==> src/sv/fgrb_pkg.sv <==
// Shared types and codes for the frame grouped ring buffer.
// No dependencies; the top level takes everything from here by scoped names.
package fgrb_pkg;

  localparam int unsigned LEN_W  = 7;
  localparam int unsigned WORD_W = 64;

  typedef enum logic [1:0] {
    CMD_HEADER = 2'd0,
    CMD_PUSH   = 2'd1,
    CMD_POP    = 2'd2,
    CMD_COPY   = 2'd3
  } cmd_e;

  typedef enum logic [1:0] {
    ST_OK       = 2'd0,
    ST_NO_SPACE = 2'd1,
    ST_EMPTY    = 2'd2,
    ST_NO_FRAME = 2'd3
  } status_e;

  typedef enum logic [2:0] {
    S_IDLE,
    S_POP,
    S_WALK,
    S_CLAMP,
    S_SETUP,
    S_EMIT
  } state_e;

  typedef struct packed {
    cmd_e              command;
    logic [LEN_W-1:0]  frame_length;
    logic [WORD_W-1:0] meas_word;
    logic [LEN_W-1:0]  dest_capacity;
  } req_t;

  typedef struct packed {
    status_e           status;
    logic              has_data;
    logic [WORD_W-1:0] out_word;
    logic              last;
    logic [LEN_W-1:0]  copied_total;
  } rsp_t;

endpackage

==> src/sv/frame_grouped_ring_buffer_unit.sv <==
// Frame grouped ring buffer: element memory, frame length memory and control.
// Depends on fgrb_pkg for the command, status, state and word types.
//
// Header and push give their result in the cycle after acceptance; pushes stream one per cycle.
// Pop answers from S_POP, since the frame length comes from the length memory read port.
// Copyout walks the length memory one frame per cycle from the newest frame back, sizes
// the range in S_CLAMP and S_SETUP, then emits one word per cycle from the element memory.
// The receiver cannot stall. Reset clears pointers and counts at once; memories are not cleared.
module frame_grouped_ring_buffer_unit #(
  parameter int unsigned ELEM_DEPTH  = 64,
  parameter int unsigned FRAME_DEPTH = 16,
  parameter int unsigned ELEM_WIDTH  = 64
) (
  input  logic           clk_i,
  input  logic           rst_ni,
  input  logic           start_i,
  output logic           busy_o,
  input  fgrb_pkg::req_t req_i,
  output logic           rsp_valid_o,
  output fgrb_pkg::rsp_t rsp_o
);

  localparam int unsigned AW  = $clog2(ELEM_DEPTH);
  localparam int unsigned CW  = $clog2(ELEM_DEPTH + 1);
  localparam int unsigned FW  = $clog2(FRAME_DEPTH);
  localparam int unsigned FCW = $clog2(FRAME_DEPTH + 1);
  localparam int unsigned LW  = fgrb_pkg::LEN_W;
  localparam int unsigned SW  = fgrb_pkg::LEN_W + 1;

  // Memories.
  logic [ELEM_WIDTH-1:0] elem_mem [ELEM_DEPTH];
  logic [LW-1:0]         len_mem  [FRAME_DEPTH];

  logic                  elem_we;
  logic [AW-1:0]         elem_waddr, elem_raddr;
  logic [ELEM_WIDTH-1:0] elem_rdata;
  logic                  len_we;
  logic [FW-1:0]         len_waddr, len_raddr;
  logic [LW-1:0]         len_wdata, len_rdata;

  always_ff @(posedge clk_i) begin
    if (elem_we) begin
      elem_mem[elem_waddr] <= req_i.meas_word[ELEM_WIDTH-1:0];
    end
    elem_rdata <= elem_mem[elem_raddr];
  end

  always_ff @(posedge clk_i) begin
    if (len_we) begin
      len_mem[len_waddr] <= len_wdata;
    end
    len_rdata <= len_mem[len_raddr];
  end

  // Ring arithmetic; the amount never exceeds the element depth.
  function automatic logic [AW-1:0] add_wrap(logic [AW-1:0] ptr, logic [LW-1:0] amt);
    logic [SW-1:0] s;
    s = SW'(ptr) + SW'(amt);
    if (s >= SW'(ELEM_DEPTH)) s = s - SW'(ELEM_DEPTH);
    return s[AW-1:0];
  endfunction

  function automatic logic [AW-1:0] sub_wrap(logic [AW-1:0] ptr, logic [LW-1:0] amt);
    logic [SW-1:0] s;
    s = SW'(ptr) + SW'(ELEM_DEPTH) - SW'(amt);
    if (s >= SW'(ELEM_DEPTH)) s = s - SW'(ELEM_DEPTH);
    return s[AW-1:0];
  endfunction

  function automatic logic [FW-1:0] finc(logic [FW-1:0] p);
    return (p == FW'(FRAME_DEPTH - 1)) ? '0 : p + FW'(1);
  endfunction

  function automatic logic [FW-1:0] fdec(logic [FW-1:0] p);
    return (p == '0) ? FW'(FRAME_DEPTH - 1) : p - FW'(1);
  endfunction

  // State.
  fgrb_pkg::state_e state_q, state_d;
  logic [AW-1:0]  ewp_q, ewp_d, erp_q, erp_d;
  logic [CW-1:0]  ecnt_q, ecnt_d;
  logic [FW-1:0]  fwp_q, fwp_d, frp_q, frp_d;
  logic [FCW-1:0] fcnt_q, fcnt_d;
  logic [LW-1:0]  open_rem_q, open_rem_d, open_len_q, open_len_d;

  // Copyout working registers.
  logic [FW-1:0]  idx_q, idx_d;
  logic [FCW-1:0] walked_q, walked_d;
  logic [LW-1:0]  total_q, total_d, cap_q, cap_d, rem_q, rem_d;
  logic [AW-1:0]  end_q, end_d, rd_ptr_q, rd_ptr_d;

  logic           rsp_valid_q, rsp_valid_d;
  fgrb_pkg::rsp_t rsp_q, rsp_d;

  logic           accept;
  logic [SW-1:0]  walk_sum;
  logic           walk_fits;
  logic [FCW-1:0] walked_inc;
  logic [LW-1:0]  pending, avail, clamped, pop_len;
  logic [AW-1:0]  start_ptr;

  assign accept      = start_i && (state_q == fgrb_pkg::S_IDLE);
  assign busy_o      = (state_q != fgrb_pkg::S_IDLE);
  assign rsp_valid_o = rsp_valid_q;
  assign rsp_o       = rsp_q;

  assign walk_sum   = SW'(total_q) + SW'(len_rdata);
  assign walk_fits  = (walk_sum <= SW'(cap_q));
  assign walked_inc = walked_q + FCW'(1);
  // Elements of the open frame already pushed are not part of any committed frame.
  assign pending    = (open_rem_q != '0) ? (open_len_q - open_rem_q) : '0;
  assign avail      = LW'(ecnt_q) - pending;
  assign clamped    = (total_q > avail) ? avail : total_q;
  assign pop_len    = (len_rdata > LW'(ecnt_q)) ? LW'(ecnt_q) : len_rdata;
  assign start_ptr  = sub_wrap(end_q, total_q);

  // Next state.
  always_comb begin
    state_d = state_q;
    unique case (state_q)
      fgrb_pkg::S_IDLE: begin
        if (accept && fcnt_q != '0) begin
          if (req_i.command == fgrb_pkg::CMD_POP) state_d = fgrb_pkg::S_POP;
          if (req_i.command == fgrb_pkg::CMD_COPY) state_d = fgrb_pkg::S_WALK;
        end
      end
      fgrb_pkg::S_POP: state_d = fgrb_pkg::S_IDLE;
      fgrb_pkg::S_WALK: begin
        if (!walk_fits || walked_inc == fcnt_q) state_d = fgrb_pkg::S_CLAMP;
      end
      fgrb_pkg::S_CLAMP: state_d = (clamped == '0) ? fgrb_pkg::S_IDLE : fgrb_pkg::S_SETUP;
      fgrb_pkg::S_SETUP: state_d = fgrb_pkg::S_EMIT;
      fgrb_pkg::S_EMIT: begin
        if (rem_q == LW'(1)) state_d = fgrb_pkg::S_IDLE;
      end
      default: state_d = fgrb_pkg::S_IDLE;
    endcase
  end

  // Datapath and outputs.
  always_comb begin
    ewp_d      = ewp_q;
    erp_d      = erp_q;
    ecnt_d     = ecnt_q;
    fwp_d      = fwp_q;
    frp_d      = frp_q;
    fcnt_d     = fcnt_q;
    open_rem_d = open_rem_q;
    open_len_d = open_len_q;
    idx_d      = idx_q;
    walked_d   = walked_q;
    total_d    = total_q;
    cap_d      = cap_q;
    rem_d      = rem_q;
    end_d      = end_q;
    rd_ptr_d   = rd_ptr_q;

    elem_we    = 1'b0;
    elem_waddr = ewp_q;
    elem_raddr = rd_ptr_q;
    len_we     = 1'b0;
    len_waddr  = fwp_q;
    len_wdata  = req_i.frame_length;
    len_raddr  = frp_q;

    rsp_valid_d = 1'b0;
    rsp_d       = rsp_q;

    unique case (state_q)
      fgrb_pkg::S_IDLE: begin
        if (accept) begin
          rsp_valid_d        = 1'b1;
          rsp_d.status       = fgrb_pkg::ST_OK;
          rsp_d.has_data     = 1'b0;
          rsp_d.out_word     = '0;
          rsp_d.last         = 1'b1;
          rsp_d.copied_total = '0;
          rsp_valid_d        = 1'b1;
          unique case (req_i.command)
            fgrb_pkg::CMD_HEADER: begin
              if (open_rem_q != '0 || fcnt_q >= FCW'(FRAME_DEPTH) ||
                  req_i.frame_length > LW'(CW'(ELEM_DEPTH) - ecnt_q)) begin
                rsp_d.status = fgrb_pkg::ST_NO_SPACE;
              end else begin
                len_we = 1'b1;
                if (req_i.frame_length == '0) begin
                  fwp_d  = finc(fwp_q);
                  fcnt_d = fcnt_q + FCW'(1);
                end else begin
                  open_rem_d = req_i.frame_length;
                  open_len_d = req_i.frame_length;
                end
              end
            end
            fgrb_pkg::CMD_PUSH: begin
              if (open_rem_q == '0) begin
                rsp_d.status = fgrb_pkg::ST_NO_FRAME;
              end else begin
                elem_we    = 1'b1;
                ewp_d      = add_wrap(ewp_q, LW'(1));
                ecnt_d     = ecnt_q + CW'(1);
                open_rem_d = open_rem_q - LW'(1);
                if (open_rem_q == LW'(1)) begin
                  fwp_d  = finc(fwp_q);
                  fcnt_d = fcnt_q + FCW'(1);
                end
              end
            end
            fgrb_pkg::CMD_POP: begin
              if (fcnt_q == '0) begin
                rsp_d.status = fgrb_pkg::ST_EMPTY;
              end else begin
                rsp_valid_d = 1'b0;
              end
            end
            fgrb_pkg::CMD_COPY: begin
              if (fcnt_q == '0) begin
                rsp_d.status = fgrb_pkg::ST_EMPTY;
              end else begin
                // Start the walk at the newest committed frame.
                rsp_valid_d = 1'b0;
                len_raddr   = fdec(fwp_q);
                idx_d       = fdec(fwp_q);
                walked_d    = '0;
                total_d     = '0;
                cap_d       = req_i.dest_capacity;
              end
            end
            default: ;
          endcase
        end
      end
      fgrb_pkg::S_POP: begin
        frp_d              = finc(frp_q);
        fcnt_d             = fcnt_q - FCW'(1);
        erp_d              = add_wrap(erp_q, pop_len);
        ecnt_d             = ecnt_q - CW'(pop_len);
        rsp_valid_d        = 1'b1;
        rsp_d.status       = fgrb_pkg::ST_OK;
        rsp_d.has_data     = 1'b0;
        rsp_d.out_word     = '0;
        rsp_d.last         = 1'b1;
        rsp_d.copied_total = '0;
      end
      fgrb_pkg::S_WALK: begin
        len_raddr = fdec(idx_q);
        if (walk_fits) begin
          total_d  = walk_sum[LW-1:0];
          walked_d = walked_inc;
          idx_d    = fdec(idx_q);
        end
      end
      fgrb_pkg::S_CLAMP: begin
        total_d = clamped;
        end_d   = sub_wrap(ewp_q, pending);
        if (clamped == '0) begin
          rsp_valid_d        = 1'b1;
          rsp_d.status       = fgrb_pkg::ST_OK;
          rsp_d.has_data     = 1'b0;
          rsp_d.out_word     = '0;
          rsp_d.last         = 1'b1;
          rsp_d.copied_total = '0;
        end
      end
      fgrb_pkg::S_SETUP: begin
        elem_raddr = start_ptr;
        rd_ptr_d   = add_wrap(start_ptr, LW'(1));
        rem_d      = total_q;
      end
      fgrb_pkg::S_EMIT: begin
        rsp_valid_d        = 1'b1;
        rsp_d.status       = fgrb_pkg::ST_OK;
        rsp_d.has_data     = 1'b1;
        rsp_d.out_word     = fgrb_pkg::WORD_W'(elem_rdata);
        rsp_d.last         = (rem_q == LW'(1));
        rsp_d.copied_total = total_q;
        rd_ptr_d           = add_wrap(rd_ptr_q, LW'(1));
        rem_d              = rem_q - LW'(1);
      end
      default: ;
    endcase
  end

  always_ff @(posedge clk_i or negedge rst_ni) begin
    if (!rst_ni) begin
      state_q     <= fgrb_pkg::S_IDLE;
      ewp_q       <= '0;
      erp_q       <= '0;
      ecnt_q      <= '0;
      fwp_q       <= '0;
      frp_q       <= '0;
      fcnt_q      <= '0;
      open_rem_q  <= '0;
      open_len_q  <= '0;
      rsp_valid_q <= 1'b0;
    end else begin
      state_q     <= state_d;
      ewp_q       <= ewp_d;
      erp_q       <= erp_d;
      ecnt_q      <= ecnt_d;
      fwp_q       <= fwp_d;
      frp_q       <= frp_d;
      fcnt_q      <= fcnt_d;
      open_rem_q  <= open_rem_d;
      open_len_q  <= open_len_d;
      rsp_valid_q <= rsp_valid_d;
    end
  end

  always_ff @(posedge clk_i) begin
    idx_q    <= idx_d;
    walked_q <= walked_d;
    total_q  <= total_d;
    cap_q    <= cap_d;
    rem_q    <= rem_d;
    end_q    <= end_d;
    rd_ptr_q <= rd_ptr_d;
    rsp_q    <= rsp_d;
  end

endmodule
==> config.mk <==
export PLATFORM = sky130hd
export DESIGN_NAME = frame_grouped_ring_buffer_unit
export DESIGN_NICKNAME = d
export VERILOG_FILES = /design/src/sv/fgrb_pkg.sv /design/src/sv/frame_grouped_ring_buffer_unit.sv
export SDC_FILE = /design/constraint.sdc
export NUM_CORES = 2
export LEC_CHECK = 0
export BUFFER_PORTS_ARGS = -buffer_cell sky130_fd_sc_hd__clkbuf_2
export CAP_MARGIN = 15
export CORE_MARGIN = 5
export CORE_UTILIZATION = 44
export CTS_CLUSTER_DIAMETER = 60
export DETAILED_ROUTE_END_ITERATION = 6
export PLACE_DENSITY = 0.58
export SYNTH_ARGS = -nofsm -noshare
export SYNTH_HDL_FRONTEND = slang
export SYNTH_MEMORY_MAX_BITS = 65536
export SYNTH_SLANG_ARGS = --single-unit
==> constraint.sdc <==
create_clock -name clk_i -period 17.45 [get_ports clk_i]
set_input_delay 0.8725 -clock clk_i [delete_from_list [all_inputs] [get_ports clk_i]]
set_output_delay 0.8725 -clock clk_i [all_outputs]
set_load 0.02 [all_outputs]
==> results.cfg <==
[setup_path]
critPathRequiredTime_ns = 18.36
crit_path_max_fanout = 102
crit_family = buffers and inverters
cp_data_arrival_time_ns = 8.51
path_cells = or3b_2, buf_4, buf_4, nand2_1, buf_4, nand2_4, buf_4, buf_4, nand2_8, buf_4, buf_4, a211oi_1, a211oi_1, nor3_1, nand3_1
crit_top_cell = buf_4
endpoint_kind = flip-flop
crit_buf_inv = 7
worstSetupPathType = flip-flop to flip-flop
reg2reg_slack_ns = 9.85
cpPeakStageDelay_ns = 1.01
crit_slowest_cell = buf_4
start_kind = flip-flop

[clock_tree]
cts_buffer_depth = 4
cts_resized = 0
clk_pin_slew_ns = 0.06
htreeDepth = 5
cts-root-buf = clkbuf_16
clock_latency_ns = 1.05
cts_tree = built
clkSinkCount = 4440
post_cts_buffers = 0
cts_buffers = 458

[timing]
relSlewSlack_pct = 13.66
hold_viol_final = 0
setup_tns_ns = 0
period_needed_ns = 7.598
setup_viol = 0
clock_skew_ns = 0.06048
period_share_pct = 43.54
fmax_mhz = 131.6
tightest_slew_ns = 1.295
drv_slew = 0
rsz0062_at_grt = false

[die]
io_pins = 160
die_area_sq_mm = 0.4156
core_sq_mm = 0.4020
fp.dieH_um = 644.7
die_x_um = 644.7
start_util_pct = 44.09
row_count = 233

[global_route]
globalRouteOverflowTotal = 0
gr-usage-all-layers_pct = 26.30
grt_max_degree = 160
met3_usage_pct = 4.090
grtUsageMet1_pct = 36.26
grt_pass1_vias = 105800
antenna_found_initial = 52
grt-busiest-layer = met2
grt_pass1_wl_um = 791300
met2_usage_pct = 41.88

[layout]
syn_to_final_growth_pct = 12.96
nNetsFinal = 12620
layout_common_cells = edfxtp_1, nand2_1, nand3_1
instances_no_fill = 18170
ff_latch_area_sq_mm = 0.1324
fillCellCount = 33400
mostFrequentLayoutCell = edfxtp_1
multi_input_area_sq_mm = 0.04210
final_layout_size_suffix_gt1_share_pct = 10.32

[route]
remaining_drc_errors = 0
via_per_inst = 6.145
drtPass1Iterations = 6
wl_per_cell_um = 31.00
drtIter0Drc = 14960
drt_wl_total_um = 563000
final_antenna_net_count = 0
vias = 111600

[placement]
dp.cells = 17250
gp_congestion = 0.8317
place_hpwl_um = 307700
portBuffers = 159

[pwr]
finalPower_uw = 32740
peakVddDrop_uv = 174.3
p_per_area_mw_per_mm2 = 163.5
p_leak_uw = 0.06867

[worst_hold_path]
hold_class = input port to flip-flop

[synthesis]
ys_seq_area_share_pct = 74.70
synthFlopType = edfxtp_1
ys_seq_elements = 4440
syn_inst = 12320
synth.avg_cell_area_sq_um = 14.39
synth_warnings = 0
synth.cell_area_sq_mm = 0.1772
synth_nets = 12490
synth_cell_type_count = 85
synthArstFlopShare_pct = 0.9910
synth_edf_count = 4325

[flow_run]
cap_viol_max_count = 0

[outcome]
status = completed
## worst reg2reg max path, stage by stage, from the launching register on
cell and delay, ns:
dfrtp_4 0.83, or3b_2 0.31, buf_4 0.32, buf_4 0.55, nand2_1 0.43, buf_4 0.33, nand2_4 0.08, buf_4 0.48
buf_4 1.10, nand2_8 0.93, buf_4 0.76, buf_4 0.44, a211oi_1 0.43, a211oi_1 0.08, nor3_1 0.32, nand3_1 0.12
## worst paths after layout
check | cells past startpoint | from | endpoint
setup / recovery | 15 | state_q[0] | elem_rdata[22]
hold / removal | 1 | req_i[1] | cap_q[1]
setup reg to reg | 15 | state_q[0] | elem_rdata[22]
hold reg to reg | 1 | open_len_q[5] | open_len_q[5]
max in group asynchronous | 3 | rst_ni | state_q[0]
min in group asynchronous | 3 | rst_ni | rsp_valid_o
## state kept, by name, summed over array words and instances (netlist names), 6 cells and up
| signal | flops |
|---|---|
| elem_mem | 4096 |
| len_mem | 112 |
| rsp_o | 75 |
| elem_rdata | 64 |
| cap_q | 7 |
| ecnt_q | 7 |
| len_rdata | 7 |
| open_len_q | 7 |
| open_rem_q | 7 |
| rem_q | 7 |
| total_q | 7 |
| elem_waddr | 6 |
| end_q | 6 |
| rd_ptr_q | 6 |
## report_power, final
part | internal, uW | total, uW | switching, uW
Combinational | 3260 | 10800 | 7540
Sequential | 12000 | 12300 | 297
Clock | 5500 | 9610 | 4110
Total | 20800 | 32700 | 11900
## final cells by class
class	count	area share, %
diodes	32	0.04000
clock buffers	583	6.108
clock inverters	270	1.266
inverters	77	0.1444
multi-input cells	6984	21.03
flip-flops and latches	4440	66.13
well taps	5287	3.304
repair buffers	492	1.979
## through the flow
| step | util, % | setup slack, ns | instance area (sq um) | hold slack (ns) |
|---|---|---|---|---|
| after global routing | 49.79 | 9.865 | 200200 | 0.03032 |
| after CTS | 49.62 | 10.18 | 199500 | 0.01118 |
| after floorplan | - | 10.22 | 177200 | 0.4684 |
| final | 49.80 | 9.852 | 200200 | 0.06557 |
| after global placement | 45.90 | 10.26 | 184500 | 0.4969 |
| after detailed placement | 45.94 | 10.22 | 184700 | 0.5098 |
## routing by layer
layer,routed length (um),vias up
met5,64,-
met3,52580,1160
met4,25870,10
met2,262700,6092
li1,-,47330
met1,221900,57040
## kinds of logic after synthesis
family          after synthesis  share of synthesized area, %
simple gates               4604                         11.64
fa+ha+maj                    88                        0.6509
buf+inv                     894                         2.003
mux                         809                         4.706
compound gates             1422                         5.994
xor+xnor                     61                        0.3014
flops                      4440                         74.70
## synthesized netlist by cell type, types with 47 or more instances
master / number / area share [%]
a211oi_1: 357 / 1.5
a21oi_1: 183 / 0.52
a221oi_1: 146 / 0.72
a22o_1: 64 / 0.32
a22oi_1: 47 / 0.20
a31oi_1: 74 / 0.26
a32oi_1: 67 / 0.33
and3_1: 304 / 1.1
buf_1: 83 / 0.18
buf_2: 130 / 0.37
clkbuf_1: 600 / 1.3
dfxtp_1: 71 / 0.80
edfxtp_1: 4325 / 73
ha_1: 81 / 0.57
inv_1: 76 / 0.16
mux2_2: 49 / 0.31
mux2i_1: 741 / 4.2
nand2_1: 2334 / 4.9
nand3_1: 1416 / 4.0
nor2_1: 272 / 0.58
nor3_1: 67 / 0.19
o21ai_0: 82 / 0.23
o21bai_1: 52 / 0.22
or3_1: 49 / 0.17
## what timing repair did
| action | CTS | global route |
|---|---|---|
| endpoints found under the setup margin | 0 | 0 |
| hold buffers | 1 | 0 |
| hold endpoints to repair | 42 | 0 |
Note: power is estimated with default switching activity, not from simulation.
